### config.mk
export PLATFORM = sky130hd
export DESIGN_NAME = multichannel_pulse_width_capture
export DESIGN_NICKNAME = d
export VERILOG_FILES = /design/src/hdl/mpwc_pkg.sv /design/src/hdl/mpwc_front.sv /design/src/hdl/mpwc_evq.sv /design/src/hdl/mpwc_drain.sv /design/src/hdl/multichannel_pulse_width_capture.sv
export SDC_FILE = /design/constraint.sdc
export NUM_CORES = 1
export LEC_CHECK = 0
export BUFFER_PORTS_ARGS = -buffer_cell sky130_fd_sc_hd__buf_2
export CAP_MARGIN = 20
export CELL_PAD_IN_SITES_DETAIL_PLACEMENT = 0
export CELL_PAD_IN_SITES_GLOBAL_PLACEMENT = 1
export CORE_ASPECT_RATIO = 0.8
export CORE_MARGIN = 2
export CORE_UTILIZATION = 38
export DETAILED_ROUTE_END_ITERATION = 12
export PLACE_DENSITY_LB_ADDON = 0.1
export SYNTH_ARGS = -nofsm -noshare
export SYNTH_HDL_FRONTEND = slang
export SYNTH_HIERARCHICAL = 1
export SYNTH_SLANG_ARGS = --single-unit
### constraint.sdc
create_clock -name aclk -period 6.61 [get_ports aclk]
set_clock_uncertainty 0.2 [all_clocks]
set_input_delay 0.661 -clock aclk [delete_from_list [all_inputs] [get_ports aclk]]
set_output_delay 0.661 -clock aclk [all_outputs]
set_load 0.02 [all_outputs]
### src/hdl/mpwc_pkg.sv
// ----------------------------------------------------------------------------
// mpwc_pkg
// Shared types and constants of the multichannel pulse width capture block.
// ----------------------------------------------------------------------------
package mpwc_pkg;

    localparam int TIME_W      = 32;
    localparam int LEVEL_W     = 32;
    localparam int LEVEL_MSB   = 31;
    localparam int IDX_W       = 3;
    localparam int MAX_RESULTS = 8;
    localparam int RCNT_W      = 4;
    localparam int EVQ_DEPTH   = 4;
    localparam int EVQ_AW      = 2;

    localparam logic [TIME_W-1:0] TIME_MAX = {TIME_W{1'b1}};

    // Number of 2^32 ns epoch boundaries crossed since a channel's last change.
    localparam logic [1:0] AGE_ZERO = 2'd0;
    localparam logic [1:0] AGE_ONE  = 2'd1;
    localparam logic [1:0] AGE_SAT  = 2'd2;

    typedef struct packed {
        logic [LEVEL_W-1:0] level_bits;
        logic [TIME_W-1:0]  time_delta;
    } sample_t;

    typedef struct packed {
        logic [IDX_W-1:0]  channel_index;
        logic              ended_level;
        logic [TIME_W-1:0] pulse_len;
        logic              last_of_run;
    } result_t;

    function automatic logic [1:0] age_inc(input logic [1:0] age);
        logic [1:0] r;
        case (age)
            AGE_ZERO: r = AGE_ONE;
            AGE_ONE:  r = AGE_SAT;
            default:  r = AGE_SAT;
        endcase
        return r;
    endfunction

endpackage

### src/hdl/mpwc_front.sv
// ----------------------------------------------------------------------------
// mpwc_front
// Sample stage: holds levels, epoch ages and the global time, and builds
// one event per sample that changes at least one channel.
// ----------------------------------------------------------------------------
module mpwc_front #(
    parameter int CHANNELS = 8
) (
    input  logic                          aclk,
    input  logic                          aresetn,
    input  logic                          sample_accept,
    input  mpwc_pkg::sample_t             sample,
    output logic                          evt_push,
    output logic [CHANNELS-1:0]           evt_mask,
    output logic [CHANNELS-1:0]           evt_level,
    output logic [CHANNELS-1:0][1:0]      evt_age,
    output logic [mpwc_pkg::TIME_W-1:0]   evt_time
);
    import mpwc_pkg::*;

    logic [CHANNELS-1:0]      held_reg, held_next;
    logic [CHANNELS-1:0][1:0] age_reg, age_next;
    logic [TIME_W-1:0]        time_reg, time_next;
    logic [TIME_W:0]          time_sum;
    logic [CHANNELS-1:0]      lvl;
    logic [CHANNELS-1:0][1:0] age_eff;

    assign time_sum = {1'b0, time_reg} + {1'b0, sample.time_delta};

    always_comb begin
        for (int i = 0; i < CHANNELS; i++) begin
            lvl[i]     = sample.level_bits[LEVEL_MSB - i];
            age_eff[i] = time_sum[TIME_W] ? age_inc(age_reg[i]) : age_reg[i];
        end
    end

    assign evt_mask  = lvl ^ held_reg;
    assign evt_level = held_reg;
    assign evt_age   = age_eff;
    assign evt_time  = time_sum[TIME_W-1:0];
    assign evt_push  = sample_accept && (|evt_mask);

    always_comb begin
        held_next = held_reg;
        age_next  = age_reg;
        time_next = time_reg;
        if (sample_accept) begin
            held_next = lvl;
            time_next = time_sum[TIME_W-1:0];
            for (int i = 0; i < CHANNELS; i++) begin
                age_next[i] = evt_mask[i] ? AGE_ZERO : age_eff[i];
            end
        end
    end

    always_ff @(posedge aclk) begin
        if (!aresetn) begin
            held_reg <= '0;
            age_reg  <= '0;
            time_reg <= '0;
        end else begin
            held_reg <= held_next;
            age_reg  <= age_next;
            time_reg <= time_next;
        end
    end

endmodule

### src/hdl/mpwc_evq.sv
// ----------------------------------------------------------------------------
// mpwc_evq
// Small first-in first-out queue of change events.
// ----------------------------------------------------------------------------
module mpwc_evq #(
    parameter int WIDTH = 8
) (
    input  logic             aclk,
    input  logic             aresetn,
    input  logic             push,
    input  logic [WIDTH-1:0] push_data,
    input  logic             pop,
    output logic [WIDTH-1:0] head_data,
    output logic             empty,
    output logic             full
);
    import mpwc_pkg::*;

    logic [WIDTH-1:0]    slot_mem [EVQ_DEPTH];
    logic [EVQ_AW-1:0]   wr_ptr_reg, wr_ptr_next;
    logic [EVQ_AW-1:0]   rd_ptr_reg, rd_ptr_next;
    logic [EVQ_AW:0]     count_reg, count_next;
    logic                do_push, do_pop;

    assign empty     = (count_reg == '0);
    assign full      = (count_reg == (EVQ_AW+1)'(EVQ_DEPTH));
    assign head_data = slot_mem[rd_ptr_reg];
    assign do_push   = push && !full;
    assign do_pop    = pop && !empty;

    always_comb begin
        wr_ptr_next = do_push ? wr_ptr_reg + 1'b1 : wr_ptr_reg;
        rd_ptr_next = do_pop  ? rd_ptr_reg + 1'b1 : rd_ptr_reg;
        count_next  = count_reg;
        if (do_push && !do_pop) begin
            count_next = count_reg + 1'b1;
        end else if (do_pop && !do_push) begin
            count_next = count_reg - 1'b1;
        end
    end

    always_ff @(posedge aclk) begin
        if (do_push) begin
            slot_mem[wr_ptr_reg] <= push_data;
        end
    end

    always_ff @(posedge aclk) begin
        if (!aresetn) begin
            wr_ptr_reg <= '0;
            rd_ptr_reg <= '0;
            count_reg  <= '0;
        end else begin
            wr_ptr_reg <= wr_ptr_next;
            rd_ptr_reg <= rd_ptr_next;
            count_reg  <= count_next;
        end
    end

endmodule

### src/hdl/mpwc_drain.sv
// ----------------------------------------------------------------------------
// mpwc_drain
// Walks the changed channels of the head event one per cycle unless the
// output stalls, reads each channel's start time from memory, writes the
// new start back and emits each reported width into the output register.
// ----------------------------------------------------------------------------
module mpwc_drain #(
    parameter int CHANNELS = 8
) (
    input  logic                          aclk,
    input  logic                          aresetn,
    input  logic                          head_valid,
    input  logic [CHANNELS-1:0]           head_mask,
    input  logic [CHANNELS-1:0]           head_level,
    input  logic [CHANNELS-1:0][1:0]      head_age,
    input  logic [mpwc_pkg::TIME_W-1:0]   head_time,
    output logic                          head_pop,
    output logic                          m_valid,
    input  logic                          m_ready,
    output mpwc_pkg::result_t             m_data
);
    import mpwc_pkg::*;

    localparam int CH_W = (CHANNELS > 1) ? $clog2(CHANNELS) : 1;

    // start time memory, one entry per channel
    logic [TIME_W-1:0]   start_mem [CHANNELS];
    logic [TIME_W-1:0]   rd_data_reg;
    logic [CHANNELS-1:0] written_reg, written_next;

    // pick stage
    logic [CHANNELS-1:0] done_reg, done_next;
    logic [RCNT_W-1:0]   rep_cnt_reg, rep_cnt_next;
    logic [CHANNELS-1:0] rem, rem_after, pick_hot;
    logic [CH_W-1:0]     pick;
    logic                pick_report, pick_last, a_fire;

    // width stage
    logic                b_valid_reg;
    logic [CH_W-1:0]     b_ch_reg;
    logic [1:0]          b_age_reg;
    logic [TIME_W-1:0]   b_time_reg;
    logic                b_level_reg, b_report_reg, b_last_reg;

    // last write, for a read that raced it
    logic                fwd_valid_reg;
    logic [CH_W-1:0]     fwd_ch_reg;
    logic [TIME_W-1:0]   fwd_time_reg;

    logic                m_valid_reg, m_valid_next;
    result_t             m_data_reg;

    logic [TIME_W-1:0]   start_time, diff;
    logic [TIME_W-1:0]   width;
    logic                adv, out_load;

    // lowest pending channel
    always_comb begin
        rem  = head_mask & ~done_reg;
        pick = '0;
        for (int i = CHANNELS - 1; i >= 0; i--) begin
            if (rem[i]) begin
                pick = CH_W'(i);
            end
        end
        pick_hot  = '0;
        pick_hot[pick] = 1'b1;
        rem_after = rem & ~pick_hot;
    end

    assign pick_report = (rep_cnt_reg < RCNT_W'(MAX_RESULTS));
    assign pick_last   = pick_report &&
                         ((rep_cnt_reg == RCNT_W'(MAX_RESULTS - 1)) || (rem_after == '0));

    // hold everything while a result waits on a stalled output
    assign adv      = !(b_valid_reg && b_report_reg) || !m_valid_reg || m_ready;
    assign a_fire   = head_valid && adv;
    assign head_pop = a_fire && (rem_after == '0);
    assign out_load = b_valid_reg && b_report_reg && adv;

    always_comb begin
        done_next    = done_reg;
        rep_cnt_next = rep_cnt_reg;
        if (a_fire) begin
            if (rem_after == '0) begin
                done_next    = '0;
                rep_cnt_next = '0;
            end else begin
                done_next    = done_reg | pick_hot;
                rep_cnt_next = pick_report ? rep_cnt_reg + 1'b1 : rep_cnt_reg;
            end
        end
    end

    // width from start time and epoch age
    always_comb begin
        if (fwd_valid_reg && (fwd_ch_reg == b_ch_reg)) begin
            start_time = fwd_time_reg;
        end else if (written_reg[b_ch_reg]) begin
            start_time = rd_data_reg;
        end else begin
            start_time = '0;
        end
        diff = b_time_reg - start_time;
        case (b_age_reg)
            AGE_ZERO: width = diff;
            AGE_ONE:  width = (b_time_reg >= start_time) ? TIME_MAX : diff;
            default:  width = TIME_MAX;
        endcase
    end

    always_comb begin
        written_next = written_reg;
        if (adv && b_valid_reg) begin
            written_next[b_ch_reg] = 1'b1;
        end
        m_valid_next = m_valid_reg;
        if (out_load) begin
            m_valid_next = 1'b1;
        end else if (m_ready) begin
            m_valid_next = 1'b0;
        end
    end

    always_ff @(posedge aclk) begin
        if (adv) begin
            rd_data_reg <= start_mem[pick];
            if (b_valid_reg) begin
                start_mem[b_ch_reg] <= b_time_reg;
            end
        end
    end

    always_ff @(posedge aclk) begin
        if (adv) begin
            b_ch_reg     <= pick;
            b_age_reg    <= head_age[pick];
            b_time_reg   <= head_time;
            b_level_reg  <= head_level[pick];
            b_report_reg <= pick_report;
            b_last_reg   <= pick_last;
            fwd_ch_reg   <= b_ch_reg;
            fwd_time_reg <= b_time_reg;
        end
        if (out_load) begin
            m_data_reg.channel_index <= IDX_W'(b_ch_reg);
            m_data_reg.ended_level   <= b_level_reg;
            m_data_reg.pulse_len     <= width;
            m_data_reg.last_of_run   <= b_last_reg;
        end
    end

    always_ff @(posedge aclk) begin
        if (!aresetn) begin
            done_reg      <= '0;
            rep_cnt_reg   <= '0;
            b_valid_reg   <= 1'b0;
            fwd_valid_reg <= 1'b0;
            written_reg   <= '0;
            m_valid_reg   <= 1'b0;
        end else begin
            done_reg     <= done_next;
            rep_cnt_reg  <= rep_cnt_next;
            written_reg  <= written_next;
            m_valid_reg  <= m_valid_next;
            if (adv) begin
                b_valid_reg   <= head_valid;
                fwd_valid_reg <= b_valid_reg;
            end
        end
    end

    assign m_valid = m_valid_reg;
    assign m_data  = m_data_reg;

endmodule

### src/hdl/multichannel_pulse_width_capture.sv
// ----------------------------------------------------------------------------
// multichannel_pulse_width_capture
// Per-channel pulse width capture from packed sensor level samples.
// ----------------------------------------------------------------------------
// One sample request is taken per clock while the four-entry event queue has
// room; samples with no level change never enter the queue, but like every
// sample they wait while the queue is full. Each changed channel then takes
// one pass through the drain pipeline, which has a single start-time memory
// port pair, so results leave at one per cycle while m_ready is high. An
// accepted sample passes the event queue, width stage and output register
// before m_valid rises. Instead of adding each delta per channel, the block
// keeps one global 32-bit time and stores per channel the time of its last
// change in a memory; a 2-bit epoch age per channel (carry crossings of the
// global time) decides saturation. Up to eight results per sample are
// reported in channel order, the last one flagged; further changed channels
// still restart silently. No clearing pass runs after reset: a per-channel
// written flag makes unwritten start times read as zero.
// ----------------------------------------------------------------------------
module multichannel_pulse_width_capture #(
    parameter int CHANNELS = 8
) (
    input  logic                aclk,
    input  logic                aresetn,
    input  logic                s_valid,
    output logic                s_ready,
    input  mpwc_pkg::sample_t   s_data,
    output logic                m_valid,
    input  logic                m_ready,
    output mpwc_pkg::result_t   m_data
);
    import mpwc_pkg::*;

    // event layout: mask, ended levels, ages, time stamp
    localparam int EVT_W = CHANNELS + CHANNELS + 2 * CHANNELS + TIME_W;

    logic                     sample_accept;
    logic                     evt_push;
    logic [CHANNELS-1:0]      evt_mask, evt_level;
    logic [CHANNELS-1:0][1:0] evt_age;
    logic [TIME_W-1:0]        evt_time;

    logic [EVT_W-1:0]         head_data;
    logic                     q_empty, q_full, head_pop;
    logic [CHANNELS-1:0]      head_mask, head_level;
    logic [CHANNELS-1:0][1:0] head_age;
    logic [TIME_W-1:0]        head_time;

    // accept whenever the queue can hold an event
    assign s_ready       = !q_full;
    assign sample_accept = s_valid && s_ready;

    mpwc_front #(
        .CHANNELS (CHANNELS)
    ) u_front (
        .aclk          (aclk),
        .aresetn       (aresetn),
        .sample_accept (sample_accept),
        .sample        (s_data),
        .evt_push      (evt_push),
        .evt_mask      (evt_mask),
        .evt_level     (evt_level),
        .evt_age       (evt_age),
        .evt_time      (evt_time)
    );

    mpwc_evq #(
        .WIDTH (EVT_W)
    ) u_evq (
        .aclk      (aclk),
        .aresetn   (aresetn),
        .push      (evt_push),
        .push_data ({evt_mask, evt_level, evt_age, evt_time}),
        .pop       (head_pop),
        .head_data (head_data),
        .empty     (q_empty),
        .full      (q_full)
    );

    assign {head_mask, head_level, head_age, head_time} = head_data;

    mpwc_drain #(
        .CHANNELS (CHANNELS)
    ) u_drain (
        .aclk       (aclk),
        .aresetn    (aresetn),
        .head_valid (!q_empty),
        .head_mask  (head_mask),
        .head_level (head_level),
        .head_age   (head_age),
        .head_time  (head_time),
        .head_pop   (head_pop),
        .m_valid    (m_valid),
        .m_ready    (m_ready),
        .m_data     (m_data)
    );

endmodule

==> results of run 1 <==
==> kinds of logic (layout without fill, tap and decap cells) <==
kind of cell,count (synthesis),after routing,share of synthesized area
fa+ha+maj,74,74,0.0295
flops,744,744,0.669
buf+inv,136,296,0.0224
simple gates,451,451,0.0699
xor+xnor,60,60,0.0164
mux,176,176,0.0825
compound gates,486,486,0.110
==> worst max-delay path by stage <==
| stage | from | endpoint | slack (ns) |
|---|---|---|---|
| global placement | u_drain/b_ch_reg[0] | u_drain/m_data[28] | 1.44 |
| finish | u_drain/b_ch_reg[0] | u_drain/m_data[28] | 1.50 |
| global route | u_drain/b_ch_reg[0] | u_drain/m_data[28] | 1.19 |
| detailed placement | u_drain/b_ch_reg[0] | u_drain/m_data[28] | 1.44 |
| CTS | u_drain/b_ch_reg[0] | u_drain/m_data[28] | 1.45 |
| floorplan | m_ready | u_drain/start_mem[0][0] | 0.0009 |
==> per-layer routing <==
metal / wire length (microns) / GRT usage / share of wire / vias to the layer above
met4: 1400 / 0.0406 / 0.018 / 0
li1: - / - / - / 8648
met2: 34600 / 0.274 / 0.44 / 444
met5: 0 / 0 / 0 / -
met1: 38600 / 0.271 / 0.50 / 9441
met3: 3430 / 0.0288 / 0.044 / 105
==> worst register-to-register path, stage by stage, from the launching register on <==
cell,delay (ns)
edfxtp_1,0.63
xor2_1,0.21
nor3_2,0.07
buf_4,0.25
nor2_2,0.15
buf_4,0.36
a22o_1,0.21
ha_1,0.16
inv_1,0.06
fa_1,0.40
a21o_1,0.21
a221o_1,0.43
a41oi_2,0.34
a21o_4,0.20
a21oi_2,0.08
nor4_4,0.24
o21a_4,0.42
a21bo_1,0.27
==> cells in the final DEF, fill, tap and decap left out, drive strengths merged, types with 26 or more instances in the layout <==
master  synthesis  layout
a21o           31      31
a21oi         121     121
a22oi          47      47
buf            47     122
clkbuf         59     102
clkinv          1      27
dfxtp          88      88
edfxtp        656     656
ha             70      70
inv            29      34
mux2           28      28
mux2i          82      82
mux4           66      66
nand2         143     143
nand3          33      33
nor2           93      93
nor2b          31      31
o21ai          56      56
o221ai         27      27
xnor2          34      34
xor2           26      26
==> per-stage QoR <==
step | hold slack [ns] | setup slack, ns | power, uW
2_1_floorplan | 0.200 | 0.000938 | 11300
3_3_place_gp | 0.210 | 1.44 | 13000
3_5_place_dp | 0.207 | 1.44 | 13200
4_1_cts | 0.0823 | 1.45 | 17500
5_1_grt | 0.0984 | 1.19 | 18400
6_report | 0.128 | 1.50 | 17300
==> final cells by class <==
class                   count  area [sq um]
repair buffers            122           761
flip-flops and latches    744         21500
well taps                1115          1400
fillers                  7524         47500
clock buffers             102          2150
clock inverters            42           347
multi-input cells        1247         10000
inverters                  30           113
==> power breakdown <==
part,switching (uW),leakage [uW],internal (uW)
Combinational,3510,0.00426,2010
Clock,1820,0.00120,2460
Sequential,701,0.00685,6820
Total,6040,0.0123,11300
==> impl_metrics.json, run 1 <==
{
  "timing.rr.end": "u_drain/m_data[28]",
  "yosysTopAreaCell": "edfxtp_1",
  "clock_sinks": 744,
  "wl_mm": 78.0,
  "final_nets": 2365,
  "synth-main-ff-cell": "edfxtp_1",
  "grt_max_degree": 61,
  "clk_path_buf_depth": 3,
  "syn_area_per_cell_sq_um": 15.1,
  "dpl.hpwl_mm": 49.5,
  "utilization": 0.433,
  "place_congestion": 0.802,
  "fmax_ghz": 0.196,
  "synth-seq-area-share": 0.669,
  "grt.overflow.total": 0,
  "drt_pass1_iterations": 6,
  "critPathMaxStageDelay_ns": 0.63,
  "cts_made_buffers": 79,
  "layout-drive-gt1-share": 0.169,
  "slew_viol_final": 0,
  "die-area_sq_um": 86800,
  "viasPerCell": 5.48,
  "ir_drop_mv": 0.249,
  "synth_cell_type_count": 99,
  "hold_depth": 3,
  "async_flop_share": 0,
  "r2r_cells": 17,
  "synth.most_common_cell": "edfxtp_1",
  "antenna_found_initial": 0,
  "layout_min_cycle_time_ns": 5.11,
  "grt_use_total": 0.181,
  "power_leakage_uw": 0.0123,
  "die_y_microns": 264,
  "worstPathCellList": "xor2_1, nor3_2, buf_4, nor2_2, buf_4, a22o_1, ha_1, inv_1, fa_1, a21o_1, a221o_1, a41oi_2, a21o_4, a21oi_2, nor4_4, o21a_4, a21bo_1",
  "initial_core_util": 0.383,
  "tritoncts": "done",
  "io_buffers": 82,
  "min_from": "s_data[60]",
  "antenna_cells": 0,
  "cp.arrival_ns": 5.29,
  "cap_violations": 0,
  "cp_slowest_cell": "edfxtp_1",
  "die_w_microns": 329,
  "core_area_sq_um": 83800,
  "crit_fanout": 33,
  "cts.clk_slew.worst_paths_ns": 0.06,
  "worstPathRequired_ns": 6.79,
  "synth_top_cells_by_count": "edfxtp_1 (656), nand2_1 (143), a21oi_1 (118), nor2_1 (93), dfxtp_1 (88)",
  "crit_cells": 17,
  "startpoint_type": "flip-flop",
  "synth_edf_count": 656,
  "tightest_slew_ns": 1.06,
  "reg2reg_from": "u_drain/b_ch_reg[0]",
  "grt_pass1_wl_mm": 119,
  "yosys.area.top_type_share": 0.614,
  "period_share": 0.774,
  "yosys-top-cells-area": "edfxtp_1 (61%), dfxtp_1 (5.5%), mux4_2 (4.6%), ha_1 (2.7%), mux2i_1 (2.6%)",
  "post_dp_cell_area_sq_um": 33700,
  "syn_inst": 2127,
  "ant_nets": 0,
  "holdBufCountCts": 0,
  "cts-resized-gates": 0,
  "top_level_ports": 107,
  "cts_setup_buffers": 0,
  "syn2layout_area_growth_pct": 13.0,
  "fin_area_sq_um": 36300,
  "grt_pass1_vias": 19000,
  "avgRoutedWirePerCell_microns": 22.9,
  "htreeDepth": 3,
  "setup_tns_ns": 0,
  "yosysWarnings": 6,
  "status": "completed",
  "min_to": "u_front/evt_level[3]",
  "clk_latency_ns": 0.62,
  "root_buffer": "clkbuf_16",
  "synth-seq-cells": 744,
  "rsz0062_at_grt": "no",
  "relSlewSlack": 0.289,
  "critPathCaptureType": "flip-flop",
  "synth_fp_nets": 2268,
  "drtIter0Drc": 1382,
  "cp_common_cell": "buf_4",
  "path_delay_family": "compound AO/OA/AOI/OAI gates",
  "instances_no_fill": 3402,
  "cp.buffers_inverters": 3,
  "min_path_type": "in2reg",
  "hold_viol_final": 0,
  "drc_errors": 0,
  "dp.cells": 3257,
  "rrSetupSlack_ns": 1.50,
  "syn_area_sq_um": 32100,
  "rows": 95,
  "finalSetupViolCount": 0,
  "powerDensity_nw_per_um2": 478,
  "num_vias": 18600,
  "path_class": "reg2reg"
}
Power figures use the tool's default switching activity.
==> run 2: changes to the inputs <==
==> constraint.sdc (replaced) <==
create_clock -name aclk -period 4.23 [get_ports aclk]
set_clock_uncertainty 0.2 [all_clocks]
set_input_delay 0.423 -clock aclk [delete_from_list [all_inputs] [get_ports aclk]]
set_output_delay 0.423 -clock aclk [all_outputs]
set_load 0.02 [all_outputs]
==> impl_metrics.json, run 2 (same netlist as run 1, synthesis figures left out) <==
{
  "rsz0062_at_grt": "yes",
  "root_buffer": "clkbuf_16",
  "power_uw": 28200,
  "grt_pass1_wl_mm": 118,
  "pwr-share-clk": 0.247,
  "power_leakage_uw": 0.0128,
  "p_sw_frac": 0.342,
  "setup_tns_ns": 0,
  "io_buffers": 82,
  "p_int_uw": 18600,
  "crit_fanout": 7,
  "status": "completed",
  "ant_nets": 0,
  "drtIter0Drc": 1498,
  "drc_errors": 0,
  "relSlewSlack": 0.322,
  "grt_pass1_vias": 18900,
  "instances_no_fill": 3490,
  "startpoint_type": "flip-flop",
  "period_share": 0.979,
  "die_w_microns": 329,
  "powerDensity_nw_per_um2": 759,
  "core_area_sq_um": 83800,
  "slew_viol_final": 0,
  "top_level_ports": 107,
  "cp.arrival_ns": 4.30,
  "num_vias": 18900,
  "final_nets": 2451,
  "cap_violations": 0,
  "clock_sinks": 744,
  "avgRoutedWirePerCell_microns": 22.5,
  "clk_path_buf_depth": 3,
  "min_from": "s_data[1]",
  "pre_cts_slack_ns": -0.0947,
  "antenna_found_initial": 0,
  "tightest_slew_ns": 1.01,
  "die-area_sq_um": 86800,
  "cts_made_buffers": 80,
  "initial_core_util": 0.383,
  "ir_drop_mv": 0.321,
  "critPathCaptureType": "flip-flop",
  "switchingPower_uw": 9670,
  "finalSetupViolCount": 0,
  "hold_viol_final": 0,
  "fin_ws_ns": 0.0893,
  "p_comb_frac": 0.338,
  "dp.cells": 3325,
  "cp-startpoint": "u_drain/b_ch_reg[0]",
  "place_congestion": 0.832,
  "final_cell_mix": "edfxtp_1 (656), nand2_1 (142), a21oi_1 (117)",
  "tritoncts": "done",
  "clk_latency_ns": 0.63,
  "wl_mm": 78.6,
  "syn2layout_area_growth_pct": 16.1,
  "n_fill_cell": 7450,
  "final_common_cell": "edfxtp_1",
  "rows": 95,
  "grt_use_total": 0.180,
  "die_y_microns": 264,
  "worstPathRequired_ns": 4.39,
  "cts.clk_slew.worst_paths_ns": 0.06,
  "grt.overflow.total": 0,
  "layout-drive-gt1-share": 0.201,
  "seqPwrFrac": 0.414,
  "min_path_type": "in2reg",
  "dpl.hpwl_mm": 50.9,
  "reg2reg_from": "u_drain/b_ch_reg[0]",
  "htreeDepth": 3,
  "fmax_ghz": 0.242,
  "drt_pass1_iterations": 5,
  "viasPerCell": 5.41,
  "layout_min_cycle_time_ns": 4.14,
  "path_class": "reg2reg",
  "grt_max_degree": 66
}
## run 2: stage by stage
stage          cell area (sq um)  hold slack [ns]  utilization
2_1_floorplan              32100            0.200            -
4_1_cts                    37000           0.0662        0.442
6_report                   37200           0.0916        0.444
3_5_place_dp               34300            0.222        0.410
5_1_grt                    37200           0.0960        0.444
3_3_place_gp               34300            0.208        0.410
## run 2: repair_timing
item,in CTS,in global routing
setup endpoints to repair,31,32
endpoints found under the hold margin,14,0
pin swaps,2,13
resized for setup,1,17
buffers inserted,0,5
hold buffers,10,0
gates cloned,0,3
## run 2: power groups by stage
stage	clock (uW)	sequential, uW	combinational [uW]
after floorplan	0	11500	6030
after global placement	0	11800	9250
after detailed placement	0	11900	9330
after CTS	7200	11700	9380
after global routing	7490	11900	10500
final	6990	11700	9560
## run 2: final cells by class
| cell class | instances | area, sq um | share of cell area |
|---|---|---|---|
| tap | 1115 | 1400 | 0.0375 |
| antenna | 2 | 5.00 | 0.000134 |
| multi-input combinational | 1247 | 10100 | 0.272 |
| clock buffer | 102 | 2110 | 0.0568 |
| sequential | 744 | 21500 | 0.577 |
| inverter | 30 | 113 | 0.00302 |
| timing repair buffer | 207 | 1540 | 0.0413 |
| clock inverter | 43 | 492 | 0.0132 |
## run 2: per-layer routing
layer / share of wire / vias to the layer above / track usage / routed length [microns]
li1: - / 8846 / - / -
met1: 0.49 / 9550 / 0.269 / 38800
met2: 0.44 / 402 / 0.273 / 34900
met3: 0.041 / 100 / 0.0258 / 3230
met4: 0.022 / 0 / 0.0499 / 1700
met5: 0 / - / 0 / 0
## run 2: worst paths after layout
check | end | slack (ns) | cells after the start
max | u_drain/m_data[5] | 0.09 | 16
min | u_evq/slot_mem[2][1] | 0.09 | 2
max reg2reg | u_drain/m_data[5] | 0.09 | 16
min reg2reg | u_drain/m_data[33] | 0.22 | 0
## run 2: critical path: stages (launching register included)
cell and delay, ns:
edfxtp_1 0.43, buf_4 0.18, xor2_2 0.18, nor3_4 0.22
a22o_1 0.20, ha_1 0.16, inv_1 0.06, fa_2 0.34
a21o_1 0.20, a221o_1 0.39, a41oi_2 0.33, a21o_4 0.18
a21oi_2 0.07, nor4_4 0.28, o21a_4 0.25, clkbuf_16 0.18
nand2_1 0.05
==> run 3: changes to the inputs <==
==> constraint.sdc (replaced) <==
create_clock -name aclk -period 3.9 [get_ports aclk]
set_clock_uncertainty 0.2 [all_clocks]
set_input_delay 0.39 -clock aclk [delete_from_list [all_inputs] [get_ports aclk]]
set_output_delay 0.39 -clock aclk [all_outputs]
set_load 0.02 [all_outputs]
==> impl_metrics.json, run 3 (same netlist as run 1, synthesis figures left out) <==
{
  "antenna_found_initial": 2,
  "top_level_ports": 107,
  "num_vias": 19000,
  "grt_busiest_layer": "met2",
  "powerDensity_nw_per_um2": 812,
  "crit_fanout": 11,
  "tightest_slew_ns": 0.996,
  "drt_pass1_iterations": 5,
  "drc_errors": 0,
  "initial_core_util": 0.383,
  "status": "finished, violations left",
  "seqPwrFrac": 0.412,
  "critPathMaxStageDelay_ns": 0.55,
  "cap_violations": 0,
  "htreeDepth": 3,
  "fin_ws_ns": -0.217,
  "clk_latency_ns": 0.63,
  "grt_max_degree": 65,
  "rsz0062_at_grt": "yes",
  "pwr-share-clk": 0.223,
  "cp_slowest_cell": "mux4_2",
  "p_int_uw": 20100,
  "layout_min_cycle_time_ns": 4.12,
  "min_path_type": "in2reg",
  "finalSetupViolCount": 32,
  "grt_pass1_vias": 19300,
  "avgRoutedWirePerCell_microns": 21.7,
  "clk_path_buf_depth": 3,
  "path_class": "reg2reg",
  "syn2layout_area_growth_pct": 17.8,
  "cp-startpoint": "u_drain/b_ch_reg[0]",
  "violations": "setup timing",
  "final_nets": 2524,
  "io_buffers": 82,
  "viasPerCell": 5.32,
  "power_leakage_uw": 0.0131,
  "drtIter0Drc": 1456,
  "root_buffer": "clkbuf_16",
  "cp.arrival_ns": 4.28,
  "use_met2": 0.275,
  "grt.met1_usage": 0.265,
  "regArea_sq_um": 21500,
  "startpoint_type": "flip-flop",
  "multiInputGateArea_sq_um": 10200,
  "worstPathCellList": "mux4_2, mux2i_4, nor2_4, buf_8, a22oi_2, ha_1, and3_4, a221o_1, a41oi_4, a21o_4, a21oi_4, nor4_4, o21a_4, clkbuf_16, nand2_1",
  "relSlewSlack": 0.333,
  "fmax_ghz": 0.243,
  "critPathCaptureType": "flip-flop",
  "place_congestion": 0.830,
  "min_from": "s_data[1]",
  "die_w_microns": 329,
  "utilization": 0.451,
  "hold_ws_ns": 0.0533,
  "p_sw_frac": 0.346,
  "cts.clk_slew.worst_paths_ns": 0.06,
  "grt_use_total": 0.178,
  "rows": 95,
  "cts_made_buffers": 77,
  "period_share": 1.06,
  "rrSetupSlack_ns": -0.22,
  "p_comb_frac": 0.365,
  "wl_mm": 77.3,
  "core_area_sq_um": 83800,
  "antenna_cells": 0,
  "layout-drive-gt1-share": 0.234,
  "dpl.hpwl_mm": 52.0,
  "grt.overflow.total": 0,
  "ant_nets": 0,
  "n_fill_cell": 7449,
  "ir_drop_mv": 0.581,
  "final_cell_mix": "edfxtp_1 (656), buf_4 (163), nand2_1 (134)",
  "switchingPower_uw": 10600,
  "final_common_cell": "edfxtp_1",
  "hold_viol_final": 0,
  "clock_sinks": 744,
  "worstPathRequired_ns": 4.06,
  "die_y_microns": 264,
  "slew_viol_final": 0,
  "die-area_sq_um": 86800,
  "tritoncts": "done",
  "reg2reg_from": "u_drain/b_ch_reg[0]",
  "grt_pass1_wl_mm": 118,
  "met3_usage": 0.0259
}
## run 3: cell count changes in the layout (fill, tap and decap cells not counted), sizes merged
| cell | previous run | this run |
|---|---|---|
| buf | 195 | 270 |
| bufinv | 10 | 1 |
| clkinv | 28 | 35 |
| clkbuf | 104 | 100 |
| clkinvlp | 2 | 4 |
| diode | 2 | 0 |
| inv | 33 | 35 |
| dlygate4sd3 | 10 | 11 |
## run 3: final timing paths
| check | end | cells after the start |
|---|---|---|
| setup reg to reg | u_drain/m_data[17] | 15 |
| setup / recovery | u_drain/m_data[17] | 15 |
| hold reg to reg | u_drain/m_data[0] | 0 |
| hold / removal | u_evq/slot_mem[2][1] | 2 |
## run 3: area by class of cell
type | count | area share
sequential | 744 | 0.568
multi-input combinational | 1247 | 0.271
timing repair buffer | 283 | 0.0588
clock buffer | 98 | 0.0534
tap | 1115 | 0.0369
clock inverter | 45 | 0.00845
inverter | 30 | 0.00298
## run 3: timing repair
item,CTS,global route
setup endpoints to repair,32,35
gates resized for setup,32,26
setup buffers,6,8
cloned,1,2
pin swaps,21,8
endpoints found under the hold margin,17,0
hold buffers,11,0
## run 3: critical path, delay by kind of cell (launching register included)
family | cells | cell delay [ns]
DFF | 1 | 0.43
buffers and inverters | 2 | 0.35
muxes | 2 | 0.74
and+or+nand+nor | 4 | 0.53
AOI/OAI and AO/OA | 6 | 1.30
adders and majority gates | 1 | 0.28
## run 3: stage by stage
step | area [sq um] | TNS (ns) | instances | worst slack (ns) | total power (uW)
4_1_cts | 37500 | -5.19 | 3551 | -0.188 | 30800
3_5_place_dp | 34900 | -7.97 | 3390 | -0.354 | 23500
5_1_grt | 37800 | -12.00 | 3562 | -0.407 | 32600
2_1_floorplan | 32100 | 0 | 2127 | 0.00185 | 19100
6_report | 37800 | -5.94 | 3562 | -0.217 | 30700
3_3_place_gp | 34900 | -7.16 | 3390 | -0.280 | 23400
## run 3: routing by layer
metal	vias up	routed length, microns	part of all wire
met5	-	0	0
met4	0	1330	0.017
met3	101	2920	0.038
met2	382	34800	0.45
met1	9518	38200	0.49
li1	8965	-	-
## run 3: power groups by stage
stage                     combinational, uW  clock, uW  sequential [uW]
after floorplan                        6560          0            12500
after global placement                10600          0            12700
after detailed placement              10700          0            12800
after CTS                             11000       7080            12700
after global routing                  12400       7350            12800
final                                 11200       6850            12600
